### src/design/bfa_pkg.sv
// Shared constants, codes and types of the bitmap frame allocator.
package bfa_pkg;

  localparam int NUM_FRAMES       = 32768;
  localparam int FRAME_BYTES_LOG2 = 12;
  localparam int MAP_BITS         = 32;
  localparam int MAP_WORDS        = (NUM_FRAMES + MAP_BITS - 1) / MAP_BITS;
  localparam int WORD_ADDR_W      = $clog2(MAP_WORDS);
  localparam int BIT_W            = $clog2(MAP_BITS);
  localparam int FRAME_W          = $clog2(NUM_FRAMES);
  localparam int ADDR_W           = 32;
  localparam int COUNT_W          = 16;
  localparam int RANGE_W          = 16;

  localparam logic [ADDR_W-1:0]  POOL_BASE_RESET     = 32'h0040_0000;
  localparam logic [RANGE_W-1:0] RESERVE_FIRST_RESET = 16'd0;
  localparam logic [RANGE_W-1:0] RESERVE_LAST_RESET  = 16'd1024;

  // Action codes.
  localparam logic [1:0] ACT_ALLOC = 2'd0;
  localparam logic [1:0] ACT_FREE  = 2'd1;
  localparam logic [1:0] ACT_INIT  = 2'd2;

  // Status codes.
  localparam logic [1:0] ST_OK          = 2'd0;
  localparam logic [1:0] ST_OUT_OF_MEM  = 2'd1;
  localparam logic [1:0] ST_OUT_OF_POOL = 2'd2;

  // Configuration register indexes.
  localparam logic [1:0] REG_POOL_BASE     = 2'd0;
  localparam logic [1:0] REG_RESERVE_FIRST = 2'd1;
  localparam logic [1:0] REG_RESERVE_LAST  = 2'd2;

  typedef struct packed {
    logic [ADDR_W-1:0]  pool_base;
    logic [RANGE_W-1:0] reserve_first;
    logic [RANGE_W-1:0] reserve_last;
  } cfg_t;

  typedef struct packed {
    logic [1:0]        action;
    logic [ADDR_W-1:0] free_address;
  } req_t;

  typedef struct packed {
    logic [1:0]         status;
    logic [ADDR_W-1:0]  frame_address;
    logic [COUNT_W-1:0] used_count;
  } res_t;

endpackage

### src/design/bfa_engine.sv
// Sequencer that reads, modifies and writes back the usage bitmap for each action.
module bfa_engine (
  input  logic                                  clk,
  input  logic                                  rst,
  input  bfa_pkg::cfg_t                         cfg,
  input  logic                                  req_valid,
  output logic                                  req_ready,
  input  bfa_pkg::req_t                         req,
  output logic                                  res_valid,
  input  logic                                  res_ready,
  output bfa_pkg::res_t                         res,
  output logic                                  rd_en,
  output logic [bfa_pkg::WORD_ADDR_W-1:0]       rd_addr,
  input  logic [bfa_pkg::MAP_BITS-1:0]          rd_data,
  output logic                                  wr_en,
  output logic [bfa_pkg::WORD_ADDR_W-1:0]       wr_addr,
  output logic [bfa_pkg::MAP_BITS-1:0]          wr_data
);
  import bfa_pkg::*;

  localparam logic [2:0] S_CLEAR   = 3'd0;
  localparam logic [2:0] S_IDLE    = 3'd1;
  localparam logic [2:0] S_SCAN    = 3'd2;
  localparam logic [2:0] S_FREE_WR = 3'd3;
  localparam logic [2:0] S_INIT    = 3'd4;
  localparam logic [2:0] S_DONE    = 3'd5;

  localparam logic [WORD_ADDR_W-1:0] LAST_WORD = WORD_ADDR_W'(MAP_WORDS - 1);
  localparam logic [RANGE_W-1:0]     FRAMES_MAX = RANGE_W'(NUM_FRAMES);
  localparam int FRAME_TOP = FRAME_BYTES_LOG2 + FRAME_W;

  logic [2:0]             state;
  logic [WORD_ADDR_W-1:0] word_idx;
  logic [FRAME_W-1:0]     target_frame;
  logic [COUNT_W-1:0]     used_total;
  logic [1:0]             status;
  logic [ADDR_W-1:0]      frame_address;

  // Index of the lowest clear bit of a word that is not all ones.
  function automatic logic [BIT_W-1:0] lowest_zero(input logic [MAP_BITS-1:0] w);
    logic [BIT_W-1:0] idx;
    idx = '0;
    for (int i = MAP_BITS - 1; i >= 0; i--) begin
      if (!w[i]) begin
        idx = BIT_W'(i);
      end
    end
    return idx;
  endfunction

  // Bits of word w that fall inside the half-open frame range [first, last).
  function automatic logic [MAP_BITS-1:0] range_mask(input logic [WORD_ADDR_W-1:0] w,
                                                     input logic [RANGE_W-1:0] first,
                                                     input logic [RANGE_W-1:0] last);
    logic [RANGE_W-BIT_W-1:0] wx;
    logic [MAP_BITS-1:0]      lo_m;
    logic [MAP_BITS-1:0]      hi_m;
    wx = (RANGE_W-BIT_W)'(w);
    if (first[RANGE_W-1:BIT_W] < wx) begin
      lo_m = '1;
    end else if (first[RANGE_W-1:BIT_W] == wx) begin
      lo_m = {MAP_BITS{1'b1}} << first[BIT_W-1:0];
    end else begin
      lo_m = '0;
    end
    if (last[RANGE_W-1:BIT_W] > wx) begin
      hi_m = '1;
    end else if (last[RANGE_W-1:BIT_W] == wx) begin
      hi_m = ~({MAP_BITS{1'b1}} << last[BIT_W-1:0]);
    end else begin
      hi_m = '0;
    end
    return lo_m & hi_m;
  endfunction

  logic                   accept;
  logic [ADDR_W:0]        diff;
  logic                   out_of_pool;
  logic [FRAME_W-1:0]     req_frame;
  logic [RANGE_W-1:0]     clip_last;
  logic [COUNT_W-1:0]     init_count;
  logic                   word_full;
  logic [BIT_W-1:0]       zero_bit;
  logic [FRAME_W-1:0]     found_frame;
  logic                   free_bit;

  assign accept      = req_valid && req_ready;
  assign diff        = {1'b0, req.free_address} - {1'b0, cfg.pool_base};
  assign out_of_pool = diff[ADDR_W] || (|diff[ADDR_W-1:FRAME_TOP]);
  assign req_frame   = diff[FRAME_TOP-1:FRAME_BYTES_LOG2];
  assign clip_last   = (cfg.reserve_last > FRAMES_MAX) ? FRAMES_MAX : cfg.reserve_last;
  assign init_count  = (cfg.reserve_first < clip_last) ?
                       COUNT_W'(clip_last - cfg.reserve_first) : '0;
  assign word_full   = &rd_data;
  assign zero_bit    = lowest_zero(rd_data);
  assign found_frame = {word_idx, zero_bit};
  assign free_bit    = rd_data[target_frame[BIT_W-1:0]];

  assign req_ready         = (state == S_IDLE);
  assign res_valid         = (state == S_DONE);
  assign res.status        = status;
  assign res.frame_address = frame_address;
  assign res.used_count    = used_total;

  always_comb begin
    rd_en   = 1'b0;
    rd_addr = word_idx;
    wr_en   = 1'b0;
    wr_addr = word_idx;
    wr_data = '0;
    case (state)
      S_CLEAR: begin
        wr_en = 1'b1;
      end
      S_IDLE: begin
        if (accept && req.action == ACT_ALLOC) begin
          rd_en   = 1'b1;
          rd_addr = '0;
        end else if (accept && req.action == ACT_FREE && !out_of_pool) begin
          rd_en   = 1'b1;
          rd_addr = req_frame[FRAME_W-1:BIT_W];
        end
      end
      S_SCAN: begin
        if (!word_full) begin
          wr_en   = 1'b1;
          wr_data = rd_data | (rd_data + MAP_BITS'(1));
        end else if (word_idx != LAST_WORD) begin
          rd_en   = 1'b1;
          rd_addr = word_idx + WORD_ADDR_W'(1);
        end
      end
      S_FREE_WR: begin
        wr_addr = target_frame[FRAME_W-1:BIT_W];
        if (free_bit) begin
          wr_en   = 1'b1;
          wr_data = rd_data & ~(MAP_BITS'(1) << target_frame[BIT_W-1:0]);
        end
      end
      S_INIT: begin
        wr_en   = 1'b1;
        wr_data = range_mask(word_idx, cfg.reserve_first, clip_last);
      end
      default: begin
      end
    endcase
  end

  always_ff @(posedge clk) begin
    if (rst) begin
      state      <= S_CLEAR;
      word_idx   <= '0;
      used_total <= '0;
    end else begin
      case (state)
        S_CLEAR: begin
          if (word_idx == LAST_WORD) begin
            state <= S_IDLE;
          end
          word_idx <= word_idx + WORD_ADDR_W'(1);
        end
        S_IDLE: begin
          if (accept) begin
            status        <= ST_OK;
            frame_address <= '0;
            word_idx      <= '0;
            target_frame  <= req_frame;
            case (req.action)
              ACT_ALLOC: begin
                state <= S_SCAN;
              end
              ACT_FREE: begin
                if (out_of_pool) begin
                  status <= ST_OUT_OF_POOL;
                  state  <= S_DONE;
                end else begin
                  state <= S_FREE_WR;
                end
              end
              ACT_INIT: begin
                used_total <= init_count;
                state      <= S_INIT;
              end
              default: begin
                state <= S_DONE;
              end
            endcase
          end
        end
        S_SCAN: begin
          if (!word_full) begin
            used_total    <= used_total + COUNT_W'(1);
            frame_address <= cfg.pool_base +
                             ADDR_W'({found_frame, {FRAME_BYTES_LOG2{1'b0}}});
            state         <= S_DONE;
          end else if (word_idx == LAST_WORD) begin
            status <= ST_OUT_OF_MEM;
            state  <= S_DONE;
          end else begin
            word_idx <= word_idx + WORD_ADDR_W'(1);
          end
        end
        S_FREE_WR: begin
          if (free_bit) begin
            used_total <= used_total - COUNT_W'(1);
          end
          state <= S_DONE;
        end
        S_INIT: begin
          if (word_idx == LAST_WORD) begin
            state <= S_DONE;
          end
          word_idx <= word_idx + WORD_ADDR_W'(1);
        end
        S_DONE: begin
          if (res_ready) begin
            state <= S_IDLE;
          end
        end
        default: begin
          state <= S_IDLE;
        end
      endcase
    end
  end

endmodule

### config.mk
export PLATFORM = sky130hd
export DESIGN_NAME = bfa_engine
export DESIGN_NICKNAME = d
export VERILOG_FILES = /design/src/design/bfa_pkg.sv /design/src/design/bfa_engine.sv
export SDC_FILE = /design/constraint.sdc
export NUM_CORES = 1
export LEC_CHECK = 0
export ABC_AREA = 1
export BUFFER_PORTS_ARGS = -buffer_cell sky130_fd_sc_hd__buf_2
export CAP_MARGIN = 5
export CORE_UTILIZATION = 46
export CTS_BUF_LIST = sky130_fd_sc_hd__clkbuf_16
export CTS_CLUSTER_DIAMETER = 100
export CTS_CLUSTER_SIZE = 30
export DETAILED_ROUTE_END_ITERATION = 8
export PLACE_DENSITY_LB_ADDON = 0.3
export SKIP_LAST_GASP = 1
export SLEW_MARGIN = 10
export SYNTH_ARGS = -nofsm -noshare
export SYNTH_HDL_FRONTEND = slang
export SYNTH_SLANG_ARGS = --single-unit
### constraint.sdc
create_clock -name clk -period 14.7 [get_ports clk]
set_input_delay 2.94 -clock clk [delete_from_list [all_inputs] [get_ports clk]]
set_output_delay 2.94 -clock clk [all_outputs]
set_load 0.005 [all_outputs]
==> summary.txt, run 1 <==
min-delay src - used_total[15]$_SDFFE_PP0P_
Final Non-Filler Cells - 2,069
FF+latch count, synth - 78
clock-pin slew on the worst setup and hold paths - 0.07 ns
Max Slew Vio Count - 0
IO Count - 240
min cycle time layout - 10.00 ns
DIE HEIGHT - 150.7 µm
FF-to-FF End - used_total[13]$_SDFFE_PP0P_
Data arrival, critical path - 7.06 ns
critical path, cell by cell - buf_2 -> nor4_1 -> nand4_1 -> nor4_1 -> a21oi_1 -> inv_1 -> nand2_1 -> ha_1 -> nand2_1 -> or4_1 -> nor4_2 -> inv_2 -> nor2_1 -> inv_2 -> nor2_2 -> inv_1 -> o2111ai_1 -> o221ai_1 -> buf_2
global-route wire length before repair - 61,510 µm
CP delay by family, top - simple AND/OR/NAND/NOR gates
nets - 2,015
grt ovf - 0
Worst EP required - 11.76 ns
DR vias/cell - 5.824
Routed WL - 40,570 µm
Synth cell types - 69
CTS Buf Count - 9
Hold EP - used_total[15]$_SDFFE_PP0P_
Syn. warnings - 0
clock sinks - 78
vias post-DR - 12,050
setup violators final - 0
highest cell delay on the worst timing path - 0.51 ns
1st-iter DRT viols - 842
Tcrit/Tclk final - 68.05%
Syn Area/Cell - 6.530 µm²
cell count along the critical path - 19
Detail Placement HPWL - 33,160 µm
number of routed nets with antenna violations - 0
fraction of final layout cells with drive strength greater than 1 - 17.81%
CTS tree - done
clock latency on the worst-skew pair - 0.36 ns
Post-Synthesis Cells - 1,557
effective utilization at floorplan - 46.73%
Setup Buffers After CTS - 0
slowest library cell on the worst path - or4_1
Rel. slew slack - 42.80%
startpoint type of the worst setup path - primary input
Resized cells post-CTS - 0
area delta synth->final - 17.18%
crit path kind - primary input to primary output
hold path depth - 2
core footprint - 21,760 µm²
GRT Resource Usage Total - 35.64%
initial antenna violation count - 3
clock root buffer - clkbuf_16
gpl congestion - 1.029
status - completed
H-tree depth - 3
Setup crit end kind - primary output
Fin Setup TNS - 0 ns
R2R setup slack - 10.37 ns
asr flop ratio synth - 0%
num rows - 54
ys flop type - edfxtp_1
die area - 22,700 µm²
syn_nets - 1,791
Area contributors post-synth - edfxtp_1, ha_1, nand2_1
RSZ-0062 raised after global routing - no
Hold Crit Class - flop to flop
die extent in x - 150.7 µm
sequential area share after synthesis - 20.18%
max-cap violations - 0
routed length per instance - 19.61 µm
Hold Buf Count CTS - 0
Post-synth EDFFs - 49
number of global-route vias before repair - 11,330
pin count of the biggest net entering global routing - 39
FMAX - 99.97 MHz
fill count - 2,204
Power Density - 56.62 nW/µm²
drt first pass iters - 8
port buffer count - 239
origin of the worst setup path - cfg[8]
measured slew at the worst slew-check pin - 0.8548 ns
Max FO, Critical Path - 11
Peak VDD IR - 0.05584 mV
Final Hold Viols - 0
LEAKAGE - 5.847 nW
R2R depth - 21
Post-Place Cells - 2,050
Mapped Area - 10,170 µm²
Worst Path Buf+Inv - 6
Critical R2R Launch - state[1]$_SDFFE_PP0P_
Setup Skew - 0.01699 ns
top-area cell type share of the netlist area - 14.47%
Longest Clk Path Bufs - 2
largest area contributor in the netlist - edfxtp_1
drc violations - 0
## where the power goes
part	total (mW)	switching (mW)	internal, mW
clock	0.236	0.111	0.125
combinational	0.203	0.132	0.0707
sequential	0.236	0.00198	0.234
total	0.675	0.245	0.429
## stage by stage
stage	utilization (%)	setup WS, ns	instance area (µm²)	hold WS (ns)	total power, mW
finish	54.76	4.697	11910	0.5281	0.6746
detailed placement	53.42	4.722	11620	0.5191	0.4390
global route	54.75	4.213	11910	0.5692	0.7042
global placement	53.42	4.749	11620	0.5182	0.4389
CTS	54.73	4.714	11910	0.5294	0.6724
floorplan	-	6.037	10170	0.4711	0.3661
## worst max path at each step
stage,end,slack (ns)
2_1_floorplan,wr_data[11],6.04
4_1_cts,wr_data[11],4.71
3_5_place_dp,wr_data[11],4.72
6_report,wr_data[2],4.70
3_3_place_gp,wr_data[11],4.75
5_1_grt,wr_data[1],4.21
## synth_stat cells (4+ instances only)
cell and n:
nand2_1 267, nor2_2 9, o311ai_0 7, ha_1 97, a221oi_1 8, clkbuf_1 22
inv_1 229, buf_2 6, o21bai_1 12, a21oi_1 164, inv_2 11, xnor2_1 12
o221ai_1 11, a21o_1 4, xor2_1 22, nand2_2 4, dfxtp_1 29, o2111ai_1 12
nor2_4 4, nand4_1 24, o21a_1 16, nor2_1 148, a31oi_1 16, edfxtp_1 49
nor4_1 9, nand3_1 74, o21ai_1 26, o21ai_0 148, o211ai_1 21, a211oi_1 4
nor3_1 25
## logic make-up (layout without fill, tap and decap cells)
kind of cell / Yosys count / count (layout) / share of synthesized area [%]
AOI/OAI and AO/OA: 484 / 484 / 28.24
xor gates and xnor gates: 34 / 34 / 2.929
adders and majority gates: 100 / 100 / 12.53
buffers and inverters: 278 / 507 / 10.56
DFF: 78 / 78 / 20.18
other: 0 / 3 / 0
and+or+nand+nor: 583 / 583 / 25.56
## sequential cells by signal, indices dropped and copies added, names as in the netlist
name	cells
used_total	16
target_frame	15
word_idx	10
state	3
status	2
frame_address	32
## per-layer routing
metal	part of all wire, %	wire [µm]	GRT usage, %	up-vias
met4	3.4	1368	13.65	0
li1	-	-	-	5880
met3	7.3	2944	4.455	77
met2	47	19040	60.37	569
met1	42	17220	45.94	5523
met5	0	0	0	-
## placed cells by master (no fill, tap or decap), types with 4 or more instances in the layout
cell / count
o311ai_0: 7
nand2_2: 4
nor2_2: 10
o211ai_1: 21
a21oi_1: 164
o21ai_0: 148
nor2_1: 147
inv_1: 230
ha_1: 97
o21ai_1: 26
xor2_1: 22
a21o_1: 4
clkbuf_16: 10
a31oi_1: 16
o221ai_1: 11
nand3_1: 74
o2111ai_1: 12
edfxtp_1: 49
nand2_1: 267
nor2_4: 4
nor3_1: 25
xnor2_1: 12
a211oi_1: 4
a221oi_1: 8
o21a_1: 16
nor4_1: 9
dfxtp_1: 29
buf_4: 8
o21bai_1: 12
inv_2: 12
nand4_1: 24
buf_2: 239
## final cells by class
cell class	instances	area [µm²]	share of cell area (%)
Timing Repair Buffer	247	1256	10.54
Multi-Input combinational cell	1201	7044	59.13
Tap cell	280	350.3	2.941
Antenna cell	3	7.507	0.06301
Sequential cell	78	2052	17.22
Clock inverter	6	35.03	0.2941
Inverter	244	918.4	7.708
Clock buffer	10	250.2	2.100
## worst register-to-register path, stage by stage, from the launching register on
cell	delay, ns
dfxtp_1	0.39
inv_1	0.07
nor2_2	0.42
inv_1	0.45
nor2_2	0.21
buf_4	0.38
ha_1	0.39
a21o_1	0.17
a31oi_1	0.23
o21ai_0	0.19
a21oi_1	0.17
o21bai_1	0.14
a21oi_1	0.16
o21ai_0	0.11
nand2_1	0.07
inv_1	0.04
o21ai_0	0.15
nand2_1	0.11
nand2_1	0.09
a21oi_1	0.07
o21a_1	0.19
nor2_1	0.07
(Power assumes the default switching activity.)
==> run 2, diff against run 1 <==
==> constraint.sdc (replaced) <==
create_clock -name clk -period 10.35 [get_ports clk]
set_input_delay 2.07 -clock clk [delete_from_list [all_inputs] [get_ports clk]]
set_output_delay 2.07 -clock clk [all_outputs]
set_load 0.005 [all_outputs]
==> summary.txt, run 2 (synthesis gave the netlist of run 1 again) <==
status - completed (unchanged)
clock latency on the worst-skew pair - 0.36 ns (about the same)
H-tree depth - 3 (unchanged)
nets - 2,015 (unchanged)
Worst Path Buf+Inv - 4 (was 6)
initial antenna violation count - 3 (unchanged)
clock root buffer - clkbuf_16 (unchanged)
Resized cells post-CTS - 0 (unchanged)
Setup Buffers After CTS - 0 (unchanged)
Util after Layout - 54.74% (was 54.76%)
Data arrival, critical path - 6.36 ns (was 7.06 ns)
Power Density - 79.56 nW/µm² (was 56.62 nW/µm²)
core footprint - 21,760 µm² (unchanged)
DR vias/cell - 5.831 (was 5.824)
min-delay src - used_total[15]$_SDFFE_PP0P_ (unchanged)
Longest Clk Path Bufs - 2 (unchanged)
1st-iter DRT viols - 816 (was 842)
Critical R2R Launch - state[1]$_SDFFE_PP0P_ (unchanged)
startpoint type of the worst setup path - primary input (unchanged)
CTS Buf Count - 9 (unchanged)
area of the multi-input gates - 7044 µm² (unchanged)
clock-pin slew on the worst setup and hold paths - 0.07 ns (about the same)
origin of the worst setup path - cfg[8] (unchanged)
Max Slew Vio Count - 0 (unchanged)
drt first pass iters - 5 (was 8)
most frequent cells in the layout - nand2_1, buf_2, inv_1, a21oi_1, o21ai_0 (unchanged)
Max FO, Critical Path - 11 (unchanged)
num rows - 54 (unchanged)
DIE HEIGHT - 150.7 µm (unchanged)
effective utilization at floorplan - 46.73% (unchanged)
Worst EP required - 8.28 ns (was 11.76 ns)
Biggest register - frame_address (unchanged)
Routed WL - 40,490 µm (was 40,570 µm)
die area - 22,700 µm² (unchanged)
area delta synth->final - 17.13% (was 17.18%)
Detail Placement HPWL - 33,140 µm (was 33,160 µm)
number of global-route vias before repair - 11,210 (was 11,330)
fill count - 2,202 (was 2,204)
Setup Skew - 0.01627 ns (was 0.01699 ns)
setup violators final - 0 (unchanged)
IO Count - 240 (unchanged)
CP delay by family, top - simple AND/OR/NAND/NOR gates (unchanged)
DP Worst Slack - 1.996 ns (was 4.722 ns)
fraction of final layout cells with drive strength greater than 1 - 17.86% (was 17.81%)
Rel. slew slack - 43.30% (was 42.80%)
setup ws final - 1.918 ns (was 4.697 ns)
slowest library cell on the worst path - nor2_1 (was or4_1)
min cycle time layout - 8.432 ns
drc violations - 0 (unchanged)
Setup crit end kind - primary output (unchanged)
port buffer count - 239 (unchanged)
grt ovf - 0 (unchanged)
number of routed nets with antenna violations - 0 (unchanged)
global-route wire length before repair - 60,970 µm (was 61,510 µm)
CTS tree - done (unchanged)
Fin Setup TNS - 0 ns (unchanged)
highest cell delay on the worst timing path - 0.51 ns (about the same)
vias post-DR - 12,060 (was 12,050)
Hold Buf Count CTS - 0 (unchanged)
most common cell after layout, fill and taps aside - nand2_1 (unchanged)
FMAX - 118.6 MHz
sequential cell area - 2052 µm² (unchanged)
Peak VDD IR - 0.07317 mV (was 0.05584 mV)
number of flip-flops under the largest register name - 32 (unchanged)
gpl congestion - 0.9900 (was 1.029)
GRT Resource Usage Total - 35.38% (was 35.64%)
RSZ-0062 raised after global routing - no (unchanged)
die extent in x - 150.7 µm (unchanged)
Hold Crit Class - flop to flop (unchanged)
Final Hold Viols - 0 (unchanged)
top flop regs - frame_address: 32 flops, used_total: 16 flops, target_frame: 15 flops (unchanged)
pin count of the biggest net entering global routing - 39 (unchanged)
Tcrit/Tclk final - 81.47%
routed length per instance - 19.57 µm (was 19.61 µm)
max-cap violations - 0 (unchanged)
LEAKAGE - 5.835 nW (was 5.847 nW)
measured slew at the worst slew-check pin - 0.8505 ns (was 0.8548 ns)
clock sinks - 78 (unchanged)
crit path kind - primary input to primary output (unchanged)
worst hold margin - 0.5411 ns (was 0.5281 ns)
critical path, cell by cell - buf_2 -> nor4_1 -> nand4_1 -> nor4_1 -> a21oi_1 -> nor2_1 -> ha_1 -> a21oi_1 -> o21ai_0 -> nand3_1 -> nand2_1 -> nand3_1 -> a21oi_1 -> o21ai_0 -> nand2_1 -> nor2_1 -> clkinv_1 -> nand2_1 -> inv_1 -> o2111ai_1 -> o221ai_1 -> buf_2 (was buf_2 -> nor4_1 -> nand4_1 -> nor4_1 -> a21oi_1 -> inv_1 -> nand2_1 -> ha_1 -> nand2_1 -> or4_1 -> nor4_2 -> inv_2 -> nor2_1 -> inv_2 -> nor2_2 -> inv_1 -> o2111ai_1 -> o221ai_1 -> buf_2)
## run 2: layer usage
| layer | track usage, % | vias up | share of wire, % |
|---|---|---|---|
| li1 | - | 5882 | - |
| met2 | 59.26 | 574 | 47 |
| met4 | 12.90 | 0 | 3.3 |
| met1 | 45.37 | 5526 | 42 |
| met5 | 0 | - | 0 |
| met3 | 6.061 | 82 | 8.5 |
## run 2: path summary, 6_finish.rpt
path | end | slack (ns) | depth (start not counted)
min reg2reg | used_total[15]$_SDFFE_PP0P_ | 0.54 | 2
max reg2reg | used_total[13]$_SDFFE_PP0P_ | 6.01 | 21
max | wr_data[6] | 1.92 | 22
min | used_total[15]$_SDFFE_PP0P_ | 0.54 | 2
## run 2: worst register-to-register path, cell delays in order (launching register included)
cell      delay (ns)
dfxtp_1         0.39
inv_1           0.07
nor2_2          0.44
inv_1           0.44
nor2_2          0.20
buf_4           0.41
ha_1            0.37
a21o_1          0.17
a31oi_1         0.22
o21ai_0         0.19
a21oi_1         0.17
o21bai_1        0.14
a21oi_1         0.14
o21ai_0         0.10
nand2_1         0.07
inv_1           0.05
o21ai_0         0.18
nand2_1         0.12
nand2_1         0.10
a21oi_1         0.07
o21a_1          0.19
nor2_1          0.07
## run 2: layout make-up
| type | count | share of cell area (%) |
|---|---|---|
| clock buffer | 9 | 1.891 |
| sequential | 78 | 17.23 |
| clock inverter | 7 | 0.4623 |
| tap | 280 | 2.942 |
| timing repair buffer | 247 | 10.55 |
| multi-input combinational | 1201 | 59.15 |
| antenna | 3 | 0.06304 |
| inverter | 244 | 7.712 |
## run 2: where the power goes
group / switching (mW) / leakage (nW) / total, mW / internal, mW
clock network: 0.160 / 0.138 / 0.326 / 0.166
logic: 0.187 / 5.00 / 0.287 / 0.100
registers: 0.00277 / 0.695 / 0.334 / 0.332
total: 0.349 / 5.84 / 0.948 / 0.598
## run 2: metrics by stage
step | total power, mW | cells | instance area (µm²)
after detailed placement | 0.6231 | 2050 | 11620
after global routing | 0.9941 | 2068 | 11910
after global placement | 0.6233 | 2050 | 11620
after floorplan | 0.5200 | 1557 | 10170
after CTS | 0.9471 | 2066 | 11900
final | 0.9475 | 2069 | 11910
==> run 3, diff against run 2 <==
==> constraint.sdc (replaced) <==
create_clock -name clk -period 8.5 [get_ports clk]
set_input_delay 1.7 -clock clk [delete_from_list [all_inputs] [get_ports clk]]
set_output_delay 1.7 -clock clk [all_outputs]
set_load 0.005 [all_outputs]
==> summary.txt, run 3 (synthesis gave the netlist of run 1 again) <==
status - completed (unchanged)
clock root buffer - clkbuf_16 (unchanged)
sequential cell area - 2052 µm² (unchanged)
global-route wire length before repair - 60,550 µm (was 60,970 µm)
Hold Buf Count CTS - 0 (unchanged)
1st-iter DRT viols - 745 (was 816)
number of global-route vias before repair - 11,490 (was 11,210)
DP Worst Slack - 1.036 ns (was 1.996 ns)
CTS Buf Count - 9 (unchanged)
Longest Clk Path Bufs - 2 (unchanged)
Final Hold Viols - 0 (unchanged)
setup ws final - 0.9424 ns (was 1.918 ns)
area of the multi-input gates - 7044 µm² (unchanged)
top flop regs - frame_address: 32 flops, used_total: 16 flops, target_frame: 15 flops (unchanged)
pin count of the biggest net entering global routing - 39 (unchanged)
grt ovf - 0 (unchanged)
drt first pass iters - 5 (unchanged)
GRT Resource Usage Total - 34.96% (was 35.38%)
finished layout cell area - 11,920 µm² (was 11,910 µm²)
Setup Buffers After CTS - 0 (unchanged)
vias post-DR - 12,070 (was 12,060)
dpl cell area - 11,620 µm² (unchanged)
number of flip-flops under the largest register name - 32 (unchanged)
DIE HEIGHT - 150.7 µm (unchanged)
Setup crit end kind - primary output (unchanged)
Fin Setup TNS - 0 ns (unchanged)
LEAKAGE - 5.839 nW (was 5.835 nW)
effective utilization at floorplan - 46.73% (unchanged)
DR vias/cell - 5.834 (was 5.831)
Power Total - 1.172 mW (was 0.9475 mW)
core footprint - 21,760 µm² (unchanged)
FMAX - 132.3 MHz
die extent in x - 150.7 µm (unchanged)
Worst EP required - 6.80 ns (was 8.28 ns)
Resized cells post-CTS - 0 (unchanged)
port buffer count - 239 (unchanged)
slowest library cell on the worst path - or4_1 (was nor2_1)
most frequent cells in the layout - nand2_1, buf_2, inv_1, a21oi_1, o21ai_0 (unchanged)
Peak VDD IR - 0.1084 mV (was 0.07317 mV)
fill count - 2,238 (was 2,202)
clock sinks - 78 (unchanged)
max-cap violations - 0 (unchanged)
Power Density - 98.30 nW/µm² (was 79.56 nW/µm²)
Max Slew Vio Count - 0 (unchanged)
min cycle time layout - 7.558 ns
Setup Skew - 0.01228 ns (was 0.01627 ns)
Routed WL - 39,800 µm (was 40,490 µm)
num rows - 54 (unchanged)
nets - 2,015 (unchanged)
clock-pin slew on the worst setup and hold paths - 0.07 ns (about the same)
die area - 22,700 µm² (unchanged)
H-tree depth - 3 (unchanged)
Data arrival, critical path - 5.86 ns (was 6.36 ns)
setup violators final - 0 (unchanged)
Detail Placement HPWL - 32,520 µm (was 33,140 µm)
Max FO, Critical Path - 11 (unchanged)
Rel. slew slack - 40.55% (was 43.30%)
clock latency on the worst-skew pair - 0.37 ns (was 0.36 ns)
highest cell delay on the worst timing path - 0.51 ns (about the same)
drc violations - 0 (unchanged)
Hold Crit Class - flop to flop (unchanged)
crit path kind - primary input to primary output (unchanged)
Tcrit/Tclk final - 88.91%
Biggest register - frame_address (unchanged)
fraction of final layout cells with drive strength greater than 1 - 17.81% (was 17.86%)
number of routed nets with antenna violations - 0 (unchanged)
routed length per instance - 19.24 µm (was 19.57 µm)
worst hold margin - 0.5287 ns (was 0.5411 ns)
measured slew at the worst slew-check pin - 0.8884 ns (was 0.8505 ns)
initial antenna violation count - 3 (unchanged)
RSZ-0062 raised after global routing - no (unchanged)
IO Count - 240 (unchanged)
CTS tree - done (unchanged)
startpoint type of the worst setup path - primary input (unchanged)
gpl congestion - 1.040 (was 0.9900)
critical path, cell by cell - buf_2 -> nor4_1 -> nand4_1 -> nor4_1 -> a21oi_1 -> inv_1 -> nand2_1 -> ha_1 -> nand2_1 -> or4_1 -> nor4_2 -> inv_2 -> nor2_1 -> inv_2 -> nor2_2 -> inv_1 -> o2111ai_1 -> o221ai_1 -> buf_2 (was buf_2 -> nor4_1 -> nand4_1 -> nor4_1 -> a21oi_1 -> nor2_1 -> ha_1 -> a21oi_1 -> o21ai_0 -> nand3_1 -> nand2_1 -> nand3_1 -> a21oi_1 -> o21ai_0 -> nand2_1 -> nor2_1 -> clkinv_1 -> nand2_1 -> inv_1 -> o2111ai_1 -> o221ai_1 -> buf_2)
area delta synth->final - 17.24% (was 17.13%)
most common cell after layout, fill and taps aside - nand2_1 (unchanged)
==> run 3: layout make-up <==
type | instances | area share [%]
antenna | 3 | 0.06298
clock buffer | 10 | 2.099
clock inverter | 6 | 0.3464
inverter | 244 | 7.704
multi-input combinational | 1201 | 59.10
sequential | 78 | 17.21
tap | 280 | 2.939
timing repair buffer | 247 | 10.54
==> run 3: per-layer routing <==
metal,track usage [%],wire length (µm)
met1,43.12,16680
met5,0,0
met2,59.12,18570
met3,6.727,3050
met4,14.90,1506
==> run 3: metrics by stage <==
step	util (%)	std cells
floorplan	-	1557
global placement	53.42	2050
detailed placement	53.42	2050
CTS	54.76	2066
global route	54.78	2068
finish	54.79	2069
==> run 3: power by group <==
part	internal, mW	switching [mW]
registers	0.404	0.00313
logic	0.122	0.228
clock network	0.217	0.198
total	0.743	0.428
==> run 3: path summary, 6_finish.rpt <==
path	from	to	slack, ns	cells after the start
max	cfg[8]	wr_data[6]	0.94	19
min	used_total[15]$_SDFFE_PP0P_	used_total[15]$_SDFFE_PP0P_	0.53	2
max reg2reg	state[1]$_SDFFE_PP0P_	used_total[13]$_SDFFE_PP0P_	4.20	21
min reg2reg	used_total[15]$_SDFFE_PP0P_	used_total[15]$_SDFFE_PP0P_	0.53	2
==> run 3: critical path: cells and delay by family <==
family | cells | cell delay [ns]
buf+inv | 6 | 0.88
compound gates | 3 | 0.72
simple gates | 9 | 2.26
fa+ha+maj | 1 | 0.28
